`config.mk`:
```
export PLATFORM = sky130hd
export DESIGN_NAME = keyvalue_text_tokenizer_unit
export DESIGN_NICKNAME = d
export VERILOG_FILES = /design/src/rtl/kvt_pkg.sv /design/src/rtl/kvt_front.sv /design/src/rtl/kvt_queue.sv /design/src/rtl/kvt_back.sv /design/src/rtl/keyvalue_text_tokenizer_unit.sv
export SDC_FILE = /design/constraint.sdc
export NUM_CORES = 1
export LEC_CHECK = 0
export BUFFER_PORTS_ARGS = -buffer_cell sky130_fd_sc_hd__buf_2
export CORE_MARGIN = 2
export CORE_UTILIZATION = 30
export DETAILED_ROUTE_END_ITERATION = 8
export GPL_TIMING_DRIVEN = 0
export PLACE_DENSITY = 0.46
export SYNTH_ARGS = -nofsm -noshare
export SYNTH_HDL_FRONTEND = slang
export SYNTH_HIERARCHICAL = 1
export SYNTH_SLANG_ARGS = --single-unit
export TNS_END_PERCENT = 1
```
`constraint.sdc`:
```
create_clock -name clk -period 6.4 [get_ports clk]
set_input_delay 1.28 -clock clk [delete_from_list [all_inputs] [get_ports clk]]
set_output_delay 1.28 -clock clk [all_outputs]
set_load 0.01 [all_outputs]
```
`src/rtl/kvt_pkg.sv`:
```
// ----------------------------------------------------------------------------
// kvt_pkg: shared definitions for the key/value text tokenizer
// Character constants, event encoding and the per-byte event bundle.
// ----------------------------------------------------------------------------
package kvt_pkg;

  localparam int KVT_QUEUE_DEPTH = 4;
  localparam int KVT_MAX_EVENTS  = 3;

  localparam logic [7:0] CH_SLASH   = 8'h2F;
  localparam logic [7:0] CH_LBRACE  = 8'h7B;
  localparam logic [7:0] CH_RBRACE  = 8'h7D;
  localparam logic [7:0] CH_QUOTE   = 8'h22;
  localparam logic [7:0] CH_BSLASH  = 8'h5C;
  localparam logic [7:0] CH_NEWLINE = 8'h0A;
  localparam logic [7:0] CH_TAB     = 8'h09;
  localparam logic [7:0] CH_CR      = 8'h0D;
  localparam logic [7:0] CH_SPACE   = 8'h20;

  typedef enum logic [1:0] {
    EV_OPEN  = 2'd0,
    EV_CLOSE = 2'd1,
    EV_CHAR  = 2'd2,
    EV_END   = 2'd3
  } ev_kind_t;

  typedef struct packed {
    ev_kind_t   kind;
    logic [7:0] ch;
  } event_t;

  typedef struct packed {
    logic [1:0]   cnt;
    event_t [2:0] ev;
  } bundle_t;

  function automatic logic is_space(logic [7:0] c);
    return ((c >= CH_TAB) && (c <= CH_CR)) || (c == CH_SPACE);
  endfunction

  function automatic bundle_t push_ev(bundle_t b, ev_kind_t k, logic [7:0] c);
    bundle_t r;
    r = b;
    if (b.cnt != 2'd3) begin
      r.ev[b.cnt].kind = k;
      r.ev[b.cnt].ch   = (k == EV_CHAR) ? c : 8'h00;
      r.cnt            = b.cnt + 2'd1;
    end
    return r;
  endfunction

endpackage

```
`src/rtl/kvt_front.sv`:
```
// ----------------------------------------------------------------------------
// kvt_front: byte classifier and scan mode tracker
// Accepts one text byte per transaction and forms the bundle of events it causes.
// ----------------------------------------------------------------------------
module kvt_front (
  input  logic            clk,
  input  logic            rst_n,
  input  logic            in_valid,
  output logic            in_ready,
  input  logic [7:0]      in_text_byte,
  input  logic            in_end_of_text,
  input  logic            q_full,
  output logic            q_push,
  output kvt_pkg::bundle_t q_push_data
);
  import kvt_pkg::*;

  typedef enum logic [5:0] {
    MODE_IDLE    = 6'b000001,
    MODE_WORD    = 6'b000010,
    MODE_SLASH   = 6'b000100,
    MODE_COMMENT = 6'b001000,
    MODE_QUOTE   = 6'b010000,
    MODE_QESC    = 6'b100000
  } mode_t;

  mode_t   mode_r;
  mode_t   mode_nxt;
  mode_t   mode_mid;
  bundle_t bundle;
  logic    word_byte;
  logic    accept;

  assign in_ready = !q_full;
  assign accept   = in_valid && in_ready;

  always_comb begin
    bundle    = '0;
    mode_mid  = mode_r;
    word_byte = 1'b0;
    unique case (mode_r)
      MODE_IDLE: begin
        if (is_space(in_text_byte)) begin
          mode_mid = MODE_IDLE;
        end else if (in_text_byte == CH_SLASH) begin
          mode_mid = MODE_SLASH;
        end else if (in_text_byte == CH_LBRACE) begin
          bundle = push_ev(bundle, EV_OPEN, 8'h00);
        end else if (in_text_byte == CH_RBRACE) begin
          bundle = push_ev(bundle, EV_CLOSE, 8'h00);
        end else if (in_text_byte == CH_QUOTE) begin
          mode_mid = MODE_QUOTE;
        end else begin
          bundle   = push_ev(bundle, EV_CHAR, in_text_byte);
          mode_mid = MODE_WORD;
        end
      end
      MODE_WORD: begin
        word_byte = 1'b1;
      end
      MODE_SLASH: begin
        if (in_text_byte == CH_SLASH) begin
          mode_mid = MODE_COMMENT;
        end else begin
          bundle    = push_ev(bundle, EV_CHAR, CH_SLASH);
          word_byte = 1'b1;
        end
      end
      MODE_COMMENT: begin
        if (in_text_byte == CH_NEWLINE) begin
          mode_mid = MODE_IDLE;
        end
      end
      MODE_QUOTE: begin
        if (in_text_byte == CH_QUOTE) begin
          bundle   = push_ev(bundle, EV_END, 8'h00);
          mode_mid = MODE_IDLE;
        end else if (in_text_byte == CH_BSLASH) begin
          mode_mid = MODE_QESC;
        end else begin
          bundle = push_ev(bundle, EV_CHAR, in_text_byte);
        end
      end
      MODE_QESC: begin
        if ((in_text_byte == CH_QUOTE) || (in_text_byte == CH_BSLASH)) begin
          bundle = push_ev(bundle, EV_CHAR, in_text_byte);
        end else begin
          bundle = push_ev(bundle, EV_CHAR, CH_BSLASH);
          bundle = push_ev(bundle, EV_CHAR, in_text_byte);
        end
        mode_mid = MODE_QUOTE;
      end
      default: begin
        mode_mid = MODE_IDLE;
      end
    endcase

    if (word_byte) begin
      if (is_space(in_text_byte)) begin
        bundle   = push_ev(bundle, EV_END, 8'h00);
        mode_mid = MODE_IDLE;
      end else if (in_text_byte == CH_LBRACE) begin
        bundle   = push_ev(bundle, EV_END, 8'h00);
        bundle   = push_ev(bundle, EV_OPEN, 8'h00);
        mode_mid = MODE_IDLE;
      end else if (in_text_byte == CH_RBRACE) begin
        bundle   = push_ev(bundle, EV_END, 8'h00);
        bundle   = push_ev(bundle, EV_CLOSE, 8'h00);
        mode_mid = MODE_IDLE;
      end else begin
        bundle   = push_ev(bundle, EV_CHAR, in_text_byte);
        mode_mid = MODE_WORD;
      end
    end

    mode_nxt = mode_mid;
    if (in_end_of_text) begin
      unique case (mode_mid)
        MODE_WORD, MODE_QUOTE: begin
          bundle = push_ev(bundle, EV_END, 8'h00);
        end
        MODE_SLASH: begin
          bundle = push_ev(bundle, EV_CHAR, CH_SLASH);
          bundle = push_ev(bundle, EV_END, 8'h00);
        end
        MODE_QESC: begin
          bundle = push_ev(bundle, EV_CHAR, CH_BSLASH);
          bundle = push_ev(bundle, EV_END, 8'h00);
        end
        default: begin
          bundle = bundle;
        end
      endcase
      mode_nxt = MODE_IDLE;
    end
  end

  assign q_push      = accept && (bundle.cnt != 2'd0);
  assign q_push_data = bundle;

  always_ff @(posedge clk) begin
    if (!rst_n) begin
      mode_r <= MODE_IDLE;
    end else if (accept) begin
      mode_r <= mode_nxt;
    end
  end

  a_eot_idle: assert property (@(posedge clk) disable iff (!rst_n)
    (accept && in_end_of_text) |=> (mode_r == MODE_IDLE))
    else $error("scan mode not idle after end of text");

endmodule

```
`src/rtl/kvt_queue.sv`:
```
// ----------------------------------------------------------------------------
// kvt_queue: event bundle queue
// Small circular queue that decouples byte classification from event output.
// ----------------------------------------------------------------------------
module kvt_queue #(
  parameter int DEPTH = kvt_pkg::KVT_QUEUE_DEPTH
) (
  input  logic             clk,
  input  logic             rst_n,
  input  logic             push,
  input  kvt_pkg::bundle_t push_data,
  output logic             full,
  input  logic             pop,
  output kvt_pkg::bundle_t head_data,
  output logic             empty
);
  import kvt_pkg::*;

  localparam int PTR_W = (DEPTH > 1) ? $clog2(DEPTH) : 1;
  localparam int CNT_W = $clog2(DEPTH + 1);

  bundle_t            mem_r [DEPTH];
  logic [PTR_W-1:0]   wr_ptr_r;
  logic [PTR_W-1:0]   wr_ptr_nxt;
  logic [PTR_W-1:0]   rd_ptr_r;
  logic [PTR_W-1:0]   rd_ptr_nxt;
  logic [CNT_W-1:0]   count_r;
  logic [CNT_W-1:0]   count_nxt;

  assign full      = (count_r == CNT_W'(DEPTH));
  assign empty     = (count_r == '0);
  assign head_data = mem_r[rd_ptr_r];

  always_comb begin
    wr_ptr_nxt = wr_ptr_r;
    rd_ptr_nxt = rd_ptr_r;
    count_nxt  = count_r;
    if (push) begin
      wr_ptr_nxt = (wr_ptr_r == PTR_W'(DEPTH - 1)) ? '0 : wr_ptr_r + 1'b1;
    end
    if (pop) begin
      rd_ptr_nxt = (rd_ptr_r == PTR_W'(DEPTH - 1)) ? '0 : rd_ptr_r + 1'b1;
    end
    case ({push, pop})
      2'b10:   count_nxt = count_r + 1'b1;
      2'b01:   count_nxt = count_r - 1'b1;
      default: count_nxt = count_r;
    endcase
  end

  always_ff @(posedge clk) begin
    if (push) begin
      mem_r[wr_ptr_r] <= push_data;
    end
  end

  always_ff @(posedge clk) begin
    if (!rst_n) begin
      wr_ptr_r <= '0;
      rd_ptr_r <= '0;
      count_r  <= '0;
    end else begin
      wr_ptr_r <= wr_ptr_nxt;
      rd_ptr_r <= rd_ptr_nxt;
      count_r  <= count_nxt;
    end
  end

  a_no_overflow: assert property (@(posedge clk) disable iff (!rst_n)
    !(push && full))
    else $error("push into a full queue");

  a_no_underflow: assert property (@(posedge clk) disable iff (!rst_n)
    !(pop && empty))
    else $error("pop from an empty queue");

endmodule

```
`src/rtl/kvt_back.sv`:
```
// ----------------------------------------------------------------------------
// kvt_back: event serializer
// Sends the events of each queued bundle one per transaction and marks the last.
// ----------------------------------------------------------------------------
module kvt_back (
  input  logic             clk,
  input  logic             rst_n,
  input  logic             q_empty,
  input  kvt_pkg::bundle_t q_head,
  output logic             q_pop,
  output logic             out_valid,
  input  logic             out_ready,
  output logic [1:0]       out_event_kind,
  output logic [7:0]       out_token_char,
  output logic             out_last_of_run
);
  import kvt_pkg::*;

  logic [1:0] idx_r;
  logic [1:0] idx_nxt;
  logic       last;
  logic       accept;
  event_t     cur;

  assign cur             = q_head.ev[idx_r];
  assign last            = (idx_r == (q_head.cnt - 2'd1));
  assign out_valid       = !q_empty;
  assign accept          = out_valid && out_ready;
  assign q_pop           = accept && last;
  assign out_event_kind  = cur.kind;
  assign out_token_char  = cur.ch;
  assign out_last_of_run = last;

  always_comb begin
    idx_nxt = idx_r;
    if (accept) begin
      idx_nxt = last ? 2'd0 : idx_r + 2'd1;
    end
  end

  always_ff @(posedge clk) begin
    if (!rst_n) begin
      idx_r <= 2'd0;
    end else begin
      idx_r <= idx_nxt;
    end
  end

  a_bundle_nonempty: assert property (@(posedge clk) disable iff (!rst_n)
    out_valid |-> ((q_head.cnt != 2'd0) && (idx_r < q_head.cnt)))
    else $error("event index outside queued bundle");

endmodule

```
`src/rtl/keyvalue_text_tokenizer_unit.sv`:
```
// ----------------------------------------------------------------------------
// keyvalue_text_tokenizer_unit: streaming key/value text tokenizer
// Events are registered in the queue when their byte is accepted and leave from its head.
// Throughput: one byte per cycle while the queue has room and each byte causes at most
// one event; the output sends one event per cycle while out_ready is high.
// Reset (rst_n, synchronous, active low) sets the scan mode to idle and empties the queue.
// ----------------------------------------------------------------------------
module keyvalue_text_tokenizer_unit #(
  parameter int QUEUE_DEPTH = kvt_pkg::KVT_QUEUE_DEPTH
) (
  input  logic       clk,
  input  logic       rst_n,
  input  logic       in_valid,
  output logic       in_ready,
  input  logic [7:0] in_text_byte,
  input  logic       in_end_of_text,
  output logic       out_valid,
  input  logic       out_ready,
  output logic [1:0] out_event_kind,
  output logic [7:0] out_token_char,
  output logic       out_last_of_run
);
  import kvt_pkg::*;

  logic    q_full;
  logic    q_push;
  logic    q_pop;
  logic    q_empty;
  bundle_t q_push_data;
  bundle_t q_head;

  kvt_front u_front (
    .clk            (clk),
    .rst_n          (rst_n),
    .in_valid       (in_valid),
    .in_ready       (in_ready),
    .in_text_byte   (in_text_byte),
    .in_end_of_text (in_end_of_text),
    .q_full         (q_full),
    .q_push         (q_push),
    .q_push_data    (q_push_data)
  );

  kvt_queue #(
    .DEPTH (QUEUE_DEPTH)
  ) u_queue (
    .clk       (clk),
    .rst_n     (rst_n),
    .push      (q_push),
    .push_data (q_push_data),
    .full      (q_full),
    .pop       (q_pop),
    .head_data (q_head),
    .empty     (q_empty)
  );

  kvt_back u_back (
    .clk             (clk),
    .rst_n           (rst_n),
    .q_empty         (q_empty),
    .q_head          (q_head),
    .q_pop           (q_pop),
    .out_valid       (out_valid),
    .out_ready       (out_ready),
    .out_event_kind  (out_event_kind),
    .out_token_char  (out_token_char),
    .out_last_of_run (out_last_of_run)
  );

endmodule
```
**Word level (Yosys, flattened, before mapping)**

Memory sizes are Yosys's and may differ from the RTL's. A register that Yosys moved wholly into a read port is not among the register bits.
Index checks and enable logic that the tools add are counted.

- Output and inout bits: 13
- Memories kept: 1
- Word-level logic and storage cells: 201
- Register bits: 15
- Memory bits (writable): 128

- Mux-type cells: 115
- Reductions and logical operators: 20
- Add/sub/neg operators: 13
- $lt $le $gt $ge: 17
- Eq/ne operators: 30

Memory list:

| memory | depth | width | read ports | clocked after memory_dff | write ports | RTL line | RTL |
|---|---|---|---|---|---|---|---|
| u_queue.mem_r | 4 | 32 | 1 | 1 | 1 | kvt_queue.sv:22 | `bundle_t mem_r [DEPTH];` |

Operator list:

| kind | number |
|---|---|
| 32-bit two-way mux | 32 |
| 30-bit bitwise mux | 19 |
| 10-bit demux with 2-bit select | 14 |
| 32-bit case mux with 4 select lines | 1 |
| 10-bit two-way mux | 10 |
| 32-bit case mux with 3 select lines | 1 |
| 31-bit two-way mux | 3 |
| 6-bit two-way mux | 12 |
| 8-bit two-way mux | 7 |
| 6-bit case mux with 6 select lines | 1 |
| 8-bit by 6-bit == test with 1-bit output, second input constant | 3 |
| 8-bit by 7-bit == test with 1-bit output, second input constant | 3 |
| 2-bit by 3-bit less-than comparator with 1-bit output, second input constant | 8 |
| 2-bit by 1-bit adder with 2-bit output, second input constant | 10 |
| 10-bit binary-select mux with 2-bit select | 1 |
| 2-bit two-way mux | 8 |
| 2-bit by 1-bit >= comparator with 1-bit output, second input constant | 7 |
| 2-bit != test, second input constant | 7 |
| 6-bit by 2-bit == test with 1-bit output, second input constant | 2 |
| 6-bit by 3-bit == test with 1-bit output, second input constant | 2 |
| 6-bit by 5-bit == test with 1-bit output, second input constant | 2 |
| 6-bit == test, second input constant | 2 |
| 1-bit logical AND | 12 |
| 8-bit by 4-bit == test with 1-bit output, second input constant | 1 |
| 20 further kinds | 27 |

**Logic depth before layout (Yosys ltp)**

Gate-level depths: netlist of run 1.

- Depth after elaboration: 57
- Mapped depth: 20
- Mapped depth without buffers: 18

**Cells and area by module**

The synthesis of run 1 kept the hierarchy.

Modules (own cells, without submodules):

| module | area an instance (sq um) | instances | sequential area each (sq um) | cells an instance |
|---|---|---|---|---|
| kvt_queue | 5122.4 | 1 | 4023.9 | 214 |
| kvt_front | 1727.9 | 1 | 120.1 | 238 |
| kvt_back | 347.8 | 1 | 40.0 | 51 |

**Least setup slack after synthesis of run 1**

No wires, ideal clock.

- Kind: input to register
- From: input port in_text_byte[2]
- To: memory u_queue/mem_r[0][0] in the netlist's numbering (enable)
- Buffers on the path: 1
- Path slack: 1.309 ns
- Arrival: 4.699 ns
- Stages: 12
- Cells stage by stage: buf_2 > or4b_1 > a31o_1 > a2111oi_4 > inv_2 > ha_1 > nor2_1 > o21ai_1 > o21ai_1 > nor3_1 > a21oi_1 > and2_1

- Cells in the longest elaborated chain, start to end: 31

RTL lines:

| item | RTL line | RTL |
|---|---|---|
| from (decl) | keyvalue_text_tokenizer_unit.sv:15 | `input logic [7:0] in_text_byte,` |
| 8-bit by 6-bit == test with 1-bit output | kvt_front.sv:51, kvt_front.sv:75, kvt_front.sv:85 |  |
| 31-bit two-way mux | kvt_front.sv:51 | `end else if (in_text_byte == CH_QUOTE) begin` |
| 32-bit two-way mux | kvt_front.sv:49 | `end else if (in_text_byte == CH_RBRACE) begin` |
| 32-bit two-way mux | kvt_front.sv:47 | `end else if (in_text_byte == CH_LBRACE) begin` |
| 32-bit two-way mux | kvt_front.sv:45 | `end else if (in_text_byte == CH_SLASH) begin` |
| 32-bit two-way mux | kvt_front.sv:43 | `if (is_space(in_text_byte)) begin` |
| 32-bit case mux with 4 select lines | kvt_front.sv:41 | `unique case (mode_r)` |
| 2-bit by 1-bit adder with 2-bit output or 2-bit != test (tied branches) | kvt_pkg.sv:47, kvt_pkg.sv:44 |  |
| [... 16 more ...] | -- |  |
| 32-bit two-way mux | kvt_pkg.sv:44 | `if (b.cnt != 2'd3) begin` |
| 32-bit case mux with 3 select lines | kvt_front.sv:118 | `unique case (mode_mid)` |
| 32-bit two-way mux * | kvt_front.sv:117 | `if (in_end_of_text) begin` |
| 2-bit nonzero test * | kvt_front.sv:138 | `assign q_push = accept && (bundle.cnt != 2'd0);` |
| 1-bit logical AND * | kvt_front.sv:138 |  |
| via q_push | keyvalue_text_tokenizer_unit.sv:26 | `logic q_push;` |
| 1-bit two-way mux * | kvt_queue.sv:52 | `if (push) begin` |
| 1-bit two-way mux (not written as such) * | kvt_queue.sv:53 | `mem_r[wr_ptr_r] <= push_data;` |
| to (decl) | kvt_queue.sv:22 |  |

The timed path passes the listed nets; every way through them passes the cells marked *. The select of a mux whose other input is x is not followed.

**Worst setup path after layout of run 1**

- From: input port in_text_byte[3]
- To: register u_queue.count_r[2]

- Cells in the longest elaborated chain, start to end: 31

RTL lines:

| item | RTL line | RTL |
|---|---|---|
| 8-bit by 6-bit == test with 1-bit output | kvt_front.sv:51, kvt_front.sv:75, kvt_front.sv:85 |  |
| 31-bit two-way mux | kvt_front.sv:51 |  |
| 32-bit two-way mux | kvt_front.sv:49 |  |
| 32-bit two-way mux | kvt_front.sv:47 |  |
| 32-bit two-way mux | kvt_front.sv:45 |  |
| 32-bit two-way mux | kvt_front.sv:43 |  |
| 32-bit case mux with 4 select lines | kvt_front.sv:41 |  |
| 2-bit by 1-bit adder with 2-bit output or 2-bit != test (tied branches) | kvt_pkg.sv:47, kvt_pkg.sv:44 |  |
| [... 16 more ...] | -- |  |
| 32-bit two-way mux | kvt_pkg.sv:44 |  |
| 32-bit case mux with 3 select lines | kvt_front.sv:118 |  |
| 32-bit two-way mux * | kvt_front.sv:117 |  |
| 2-bit nonzero test * | kvt_front.sv:138 |  |
| 1-bit logical AND * | kvt_front.sv:138 |  |
| via q_push | keyvalue_text_tokenizer_unit.sv:26 |  |
| 2-bit by 1-bit == test with 1-bit output or 2-bit == test (tied branches) | kvt_queue.sv:44 | `case ({push, pop})` |
| 3-bit case mux with 2 select lines or 2-bit nonzero test (tied branches) | -- |  |
| to (signal assigned) | kvt_queue.sv:65 | `count_r <= count_nxt;` |
| to (decl) | kvt_queue.sv:27 | `logic [CNT_W-1:0] count_r;` |

Marks and branches as above.
A chain may end at the register's enable or synchronous reset.

==> results of run 1 <==
[sequential cells by signal (all words and copies together), names as in the netlist, named ones only]
| signal | count |
|---|---|
| u_queue/mem_r | 128 |
| u_front/mode_r | 6 |
| u_queue/count_r | 3 |
| u_back/idx_r | 2 |
| u_queue/rd_ptr_r | 2 |
| u_queue/wr_ptr_r | 2 |
[layout make-up]
cell class	instances	area, µm²
inverter	14	52.6
buffer	25	179
multi-input combinational	319	2790
tap	319	399
timing repair buffer	27	195
clock inverter	14	210
clock buffer	18	429
fill	2317	15100
sequential	145	4180
[worst max path at each step]
| stage | from | slack (ns) | to |
|---|---|---|---|
| 3_5_place_dp | in_text_byte[3] | 0.67 | u_queue/count_r[2] |
| 6_report | in_text_byte[3] | 1.05 | u_queue/count_r[2] |
| 4_1_cts | in_text_byte[3] | 1.09 | u_queue/count_r[2] |
| 2_1_floorplan | in_text_byte[2] | 1.31 | u_queue/mem_r[0][0] |
| 3_3_place_gp | in_text_byte[3] | 0.02 | u_queue/mem_r[1][20] |
| 5_1_grt | in_text_byte[3] | 0.66 | u_queue/count_r[2] |
[synthesized netlist by cell type, types with 3 or more instances]
library cell / n
o21ai_0: 26
a31oi_1: 4
xor2_1: 3
and4_1: 4
nor2b_1: 17
mux4_2: 30
and3_1: 7
nor3_2: 3
a22oi_1: 3
nor3_1: 8
a21boi_0: 3
nor4_1: 3
a21oi_1: 15
or3_1: 6
buf_2: 11
buf_12: 3
edfxtp_1: 128
nor3b_1: 3
nand3_1: 5
nand2b_1: 7
and2_1: 12
or4_4: 3
mux2i_1: 12
nor2_1: 22
xnor2_1: 3
dfxtp_1: 17
inv_1: 13
or2_1: 3
or4_1: 3
a21oi_2: 4
nand2_1: 31
ha_1: 12
o21ai_1: 6
clkbuf_1: 7
a21o_1: 3
[logic make-up (layout without fill, tap and decap cells)]
kind of cell / Yosys count / in the layout / share of synthesized area, %
DFF: 145 / 145 / 58.1
adders and majority gates: 13 / 13 / 2.36
buffers and inverters: 39 / 98 / 3.22
AOI/OAI and AO/OA: 98 / 98 / 10.2
muxes: 44 / 44 / 11.8
xor gates and xnor gates: 6 / 6 / 0.730
and+or+nand+nor: 158 / 158 / 13.6
[worst max-delay path, cell delays in order]
cell	delay [ns]
buf_2	0.13
clkbuf_1	0.24
nor4b_1	0.44
nand2_1	0.37
a21oi_4	0.30
a2111oi_4	0.11
inv_2	0.15
ha_1	0.33
nor2_1	0.11
o21ai_1	0.21
o21ai_1	0.16
nor3_1	0.25
a21oi_1	0.20
inv_1	0.14
ha_1	0.20
inv_1	0.06
fa_1	0.38
xor2_1	0.16
or3_1	0.30
a21boi_0	0.16
[power by group]
group / total [mW] / switching, mW / internal (mW)
combinational: 0.389 / 0.219 / 0.170
sequential: 1.12 / 0.0181 / 1.10
clock: 1.07 / 0.377 / 0.691
total: 2.58 / 0.614 / 1.96
[metal layers]
layer	up-vias	global-route usage, %	part of all wire [%]
met5	-	0	0
met4	0	4.30	0.88
met3	13	3.16	3.3
met2	80	23.3	49
met1	2256	18.8	47
li1	2071	-	-
==> summary.txt, run 1 <==
Job
  • Number of max-cap violations: 0

Yosys
  • Synth area leader: edfxtp_1
  • Post-synthesis async set-or-reset flop share: 0%
  • Most instantiated flip-flop cell in the synthesis netlist: edfxtp_1
  • Top cells by area, synth: edfxtp_1 53%, mux4_2 9.4%, dfxtp_1 4.7%, ha_1 2.1%, o21ai_0 1.8%
  • Count of synthesis-stage warnings from yosys: 6
  • Share of the synthesized area in the top cell type: 53.4%
  • Synthesized area per cell: 14.3 µm²
  • Nets in the synthesized netlist: 529
  • Netlist area before placement: 0.00720 mm²
  • Seq/Total Area, Yosys: 58.1%
  • Number of enable flip-flop cells after synthesis: 128
  • Number of instances in the synthesized netlist: 503
  • Synth cell types: 84
  • Synthesis-stage register bit count: 145

Floorplan
  • Top-level I/O count: 26
  • Core Region: 0.0235 mm²
  • Effective utilization at floorplan: 30.6%
  • Die area: 0.0252 mm²
  • Die height: 159 µm
  • Count of standard-cell rows: 56
  • DIE WIDTH: 159 µm

Clock tree
  • CTS H-Tree Depth: 4
  • Count of hold buffers inserted by post-cts repair: 0
  • TritonCTS clock tree: built
  • Root buffer selected by CTS: clkbuf_16
  • Total of cells resized after clock tree synthesis: 0
  • Clk_lat worst skew: 0.42 ns
  • Clock transition at path regs: 0.06 ns
  • Post CTS Setup Buffer Count: 0
  • Count of clock tree sinks: 145
  • Cts bufs inserted: 17
  • Buffer levels on the longest clock path: 2

Hold path
  • Worst-case hold path end point: u_queue/count_r[2]
  • Hold/Removal Path Class: flip-flop to flip-flop
  • Worst hold stages: 2
  • Hold wc startpoint: u_queue/count_r[2]

Placed design
  • Pre-CTS WS: 0.673 ns
  • Placement-stage cell area: 0.00780 mm²
  • Count of input and output buffers: 23
  • HPWL Detailed: 12,100 µm
  • Placed insts: 849
  • Placer's final routability congestion estimate: 0.873

Worst setup path
  • Required time worst endpoint: 6.74 ns
  • Type of the setup path with the least slack: input port to flip-flop
  • Worst Path Max Fanout: 10
  • Worst EP arrival: 5.70 ns
  • Crit path capture type: flip-flop
  • Crit path launch type: input port
  • Startpoint of the worst register-to-register path: u_front/mode_r[5]
  • Setup slack of the most critical reg-to-reg path: 1.70 ns
  • Reg2reg end: u_queue/count_r[2]
  • Number of cells on the worst reg-to-reg path: 18

GRT
  • Total track usage: 14.2%
  • Largest net degree at the start of global routing: 31
  • Antenna violations before repair: 0
  • Overflow left after global routing: 0
  • Via count of the first global-routing pass: 4,636
  • Global-route wire length before repair: 27,100 µm

STA
  • Actual transition at the worst max-transition pin: 0.731 ns
  • Hold Fails Final Rpt: 0
  • Smallest hold slack: 0.519 ns
  • Relative slew slack: 50.6%
  • RSZ-0062 raised after global routing: false
  • Highest attainable clock frequency: 187 MHz
  • Final sum of negative setup slack: 0 ns
  • Final period utilization: 83.6%
  • Worst setup slack after layout: 1.05 ns
  • Setup-violating endpoint count in the final report: 0
  • Final Max Slew Viols: 0
  • Final Skew: 0.0116 ns
  • Time the final worst path needs with I/O delays and setup: 5.35 ns

Layout
  • Final standard cell count with taps included and fillers excluded: 881
  • Area growth, synth to finish: 17.2%
  • Non-Filler Cell Area, Final: 0.00844 mm²
  • Utilization after layout: 35.8%
  • Total inserted antenna cells: 0
  • Layout cell share with drive strength beyond 1: 25.1%
  • Most frequent cells in the layout: 128 x edfxtp_1, 34 x buf_2, 31 x nand2_1
  • Final nets: 575
  • Most common cell after layout, fill and taps aside: edfxtp_1

Pwr
  • Total power draw: 2.58 mW
  • Worst IR drop on VDD: 0.000193 V
  • Reported leakage power: 2.86 nW
  • Power density over the cells: 305 mW/mm²

Run status
  • Outcome: complete, no violations

Drt
  • Routed len/inst: 19.5 µm
  • Total DRC errors in the routed layout: 0
  • Routed Wire Length: 17,200 µm
  • Number of DRC markers after the initial detailed-route iteration: 318
  • Vias per cell: 5.02
  • Via total after detailed routing: 4,420
  • Detailed-router iteration count before antenna repair: 4
  • Antenna-violating nets left: 0
No activity file was read; power rests on OpenSTA's default activity.
==> inputs of run 2 (changes only) <==
- ABC_AREA: not set -> 1
- clock period: 6.4 -> 5.3 ns (I/O delays scaled with it)
==> run 2 against run 1 <==
Effect of this change:
- hold slack worse by 0.018 ns
- first-iteration DRC count is 28% higher
- global-route usage is 2.4 points higher
- sequential power is 29% higher
- largest cell class unchanged
==> summary.txt, run 2 <==
Worst setup path
  • Crit path capture type: flip-flop (unchanged)
  • Crit path launch type: input port (unchanged)
  • Crit-path slowest cell: fa_1 (was nor4b_1)
  • Type of the setup path with the least slack: input port to flip-flop (unchanged)
  • Setup slack of the most critical reg-to-reg path: 1.70 ns (about the same)
  • Worst EP arrival: 4.26 ns (was 5.70 ns)
  • Required time worst endpoint: 5.62 ns (was 6.74 ns)
  • Max incr delay on CP: 0.37 ns (was 0.44 ns)
  • Worst Path Max Fanout: 9 (was 10)

Floorplan
  • Count of standard-cell rows: 57 (was 56)
  • Die area: 0.0259 mm² (was 0.0252 mm²)
  • Core Region: 0.0242 mm² (was 0.0235 mm²)
  • Die height: 161 µm (was 159 µm)
  • DIE WIDTH: 161 µm (was 159 µm)
  • Effective utilization at floorplan: 30.5% (was 30.6%)
  • Top-level I/O count: 26 (unchanged)

STA
  • Setup-violating endpoint count in the final report: 0 (unchanged)
  • RSZ-0062 raised after global routing: false (unchanged)
  • Final period utilization: 74.4%
  • Time the final worst path needs with I/O delays and setup: 3.94 ns
  • Actual transition at the worst max-transition pin: 0.883 ns (was 0.731 ns)
  • Highest attainable clock frequency: 254 MHz
  • Final sum of negative setup slack: 0 ns (unchanged)
  • Hold Fails Final Rpt: 0 (unchanged)
  • Final Max Slew Viols: 0 (unchanged)
  • Final Skew: 0.0152 ns (was 0.0116 ns)
  • Relative slew slack: 41.0% (was 50.6%)

Clock tree
  • Count of clock tree sinks: 145 (unchanged)
  • Cts bufs inserted: 17 (unchanged)
  • Clock transition at path regs: 0.07 ns (was 0.06 ns)
  • Clk_lat worst skew: 0.43 ns (was 0.42 ns)
  • Count of hold buffers inserted by post-cts repair: 0 (unchanged)
  • Root buffer selected by CTS: clkbuf_16 (unchanged)
  • Buffer levels on the longest clock path: 2 (unchanged)
  • TritonCTS clock tree: built (unchanged)
  • Total of cells resized after clock tree synthesis: 0 (unchanged)
  • CTS H-Tree Depth: 4 (unchanged)
  • Post CTS Setup Buffer Count: 0 (unchanged)

Yosys
  • Synthesis-stage register bit count: 145 (unchanged)
  • Netlist area before placement: 0.00740 mm² (was 0.00720 mm²)
  • Most instantiated flip-flop cell in the synthesis netlist: edfxtp_1 (unchanged)
  • Synth area leader: edfxtp_1 (unchanged)
  • Top cells by area, synth: edfxtp_1 52%, nor2_1 7.1%, nand2_1 5.3%, dfxtp_1 4.6%, o21ai_0 4.1% (was edfxtp_1 53%, mux4_2 9.4%, dfxtp_1 4.7%, ha_1 2.1%, o21ai_0 1.8%)
  • Cell types with the highest counts after synthesis: 140 x nor2_1, 128 x edfxtp_1, 105 x nand2_1 (was 128 x edfxtp_1, 31 x nand2_1, 30 x mux4_2)
  • Seq/Total Area, Yosys: 56.5% (was 58.1%)
  • Count of synthesis-stage warnings from yosys: 6 (unchanged)
  • Library cell with the highest instance count after synthesis: nor2_1 (was edfxtp_1)
  • Nets in the synthesized netlist: 804 (was 529)
  • Post-synthesis async set-or-reset flop share: 0% (unchanged)
  • Share of the synthesized area in the top cell type: 51.9% (was 53.4%)
  • Synth cell types: 38 (was 84)
  • Number of enable flip-flop cells after synthesis: 128 (unchanged)
  • Number of instances in the synthesized netlist: 778 (was 503)
  • Synthesized area per cell: 9.51 µm² (was 14.3 µm²)

Pwr
  • Internal power contribution: 2.49 mW (was 1.96 mW)
  • Combinational Power Share: 32.2% (was 15.1%)
  • P_sw: 1.48 mW (was 0.614 mW)
  • Power density over the cells: 465 mW/mm² (was 305 mW/mm²)
  • Switching power share of the total: 37.3% (was 23.8%)
  • Worst IR drop on VDD: 0.000250 V (was 0.000193 V)
  • Share of power burned in the clock network: 31.5% (was 41.4%)
  • Proportion of power drawn by flip-flops and latches: 36.3% (was 43.5%)
  • Total power draw: 3.97 mW (was 2.58 mW)
  • Reported leakage power: 3.38 nW (was 2.86 nW)

Placed design
  • Placement-stage cell area: 0.00792 mm² (was 0.00780 mm²)
  • Placer's final routability congestion estimate: 0.823 (was 0.873)
  • Count of input and output buffers: 23 (unchanged)
  • Placed insts: 1,125 (was 849)
  • HPWL Detailed: 14,600 µm (was 12,100 µm)

Drt
  • Routed length on met1: 10,200 µm (was 8080 µm)
  • Amount of wire on met3 after detailed routing: 634 µm (was 560 µm)
  • Highest routed layer: met4 (unchanged)
  • Total DRC errors in the routed layout: 0 (unchanged)
  • Vias per cell: 4.79 (was 5.02)
  • Routed length on met2: 9750 µm (was 8400 µm)
  • Routed len/inst: 18.0 µm (was 19.5 µm)
  • Detailed-router iteration count before antenna repair: 5 (was 4)
  • Via total after detailed routing: 5,537 (was 4,420)
  • Number of DRC markers after the initial detailed-route iteration: 407 (was 318)
  • Routed Wire Length: 20,900 µm (was 17,200 µm)
  • Antenna-violating nets left: 0 (unchanged)

GRT
  • Total track usage: 16.6% (was 14.2%)
  • Via count of the first global-routing pass: 5,464 (was 4,636)
  • Largest net degree at the start of global routing: 33 (was 31)
  • Overflow left after global routing: 0 (unchanged)
  • Global-route wire length before repair: 32,300 µm (was 27,100 µm)
  • Antenna violations before repair: 1 (was 0)

Layout
  • Top Registers: u_queue/mem_r (128), u_front/mode_r (6), u_queue/count_r (3) (unchanged)
  • Non-Filler Cell Area, Final: 0.00855 mm² (was 0.00844 mm²)
  • Final standard cell count with taps included and fillers excluded: 1,157 (was 881)
  • Flip-flop count of the largest register, all copies and words added: 128 (unchanged)
  • Area growth, synth to finish: 15.5% (was 17.2%)
  • Utilization after layout: 35.3% (was 35.8%)
  • Layout cell share with drive strength beyond 1: 16.0% (was 25.1%)
  • Register containing the most flip-flops in the final layout: u_queue/mem_r (unchanged)
  • Final nets: 846 (was 575)
  • Most frequent cells in the layout: 140 x nor2_1, 128 x edfxtp_1, 105 x nand2_1 (was 128 x edfxtp_1, 34 x buf_2, 31 x nand2_1)
  • Most common cell after layout, fill and taps aside: nor2_1 (was edfxtp_1)
  • Total inserted antenna cells: 0 (unchanged)

Hold path
  • Hold/Removal Path Class: flip-flop to flip-flop (unchanged)

Job
  • Number of max-cap violations: 0 (unchanged)

Run status
  • Outcome: complete, no violations (unchanged)
-- run 2: final cells by class --
class	instances	area, µm²
fill	2493	15700
sequential	145	4180
multi-input combinational	525	2690
clock buffer	17	425
tap	324	405
inverter	80	308
buffer	28	224
clock inverter	15	203
timing repair buffer	23	115
-- run 2: path summary, 6_finish.rpt --
| check | start | to | cells after the start |
|---|---|---|---|
| worst max-delay path | in_text_byte[0] | u_queue/count_r[2] | 28 |
| worst max register to register | u_front/mode_r[4] | u_queue/mem_r[3][12] | 18 |
| worst min register to register | u_front/mode_r[1] | u_front/mode_r[1] | 2 |
| worst min-delay path | u_front/mode_r[1] | u_front/mode_r[1] | 2 |
-- run 2: kinds of logic (layout without fill, tap and decap cells) --
kind of cell	count (synthesis)	count (layout)	synth area share (%)
AOI/OAI and AO/OA	167	167	12.4
adders and majority gates	13	13	2.30
buffers and inverters	108	163	7.18
and+or+nand+nor	345	345	21.6
DFF	145	145	56.5
-- run 2: layer usage --
metal / up-vias / global-route usage (%)
li1: 2771 / -
met1: 2656 / 23.3
met5: - / 0
met3: 18 / 2.90
met4: 0 / 4.30
met2: 92 / 26.5
-- run 2: through the flow --
step / hold WS, ns / worst slack [ns]
final: 0.501 / 1.36
after global routing: 0.518 / 0.911
after CTS: 0.502 / 1.37
after detailed placement: 0.490 / 0.924
after global placement: 0.481 / 0.363
after floorplan: 0.458 / 1.44
-- run 2: critical path, delay by kind of cell --
family	cells	cell delay, ns
adder cells (fa/ha/maj)	3	0.71
AND/OR/NAND/NOR	15	1.45
AO/OA/AOI/OAI	1	0.11
buffers and inverters	9	0.89
-- run 2: power by group through the flow --
| stage | logic, mW | registers, mW | clock network, mW |
|---|---|---|---|
| floorplan | 0.825 | 1.45 | 0 |
| global placement | 1.31 | 1.47 | 0 |
| finish | 1.28 | 1.44 | 1.25 |
| CTS | 1.31 | 1.44 | 1.28 |
| detailed placement | 1.30 | 1.47 | 0 |
| global route | 1.43 | 1.45 | 1.34 |
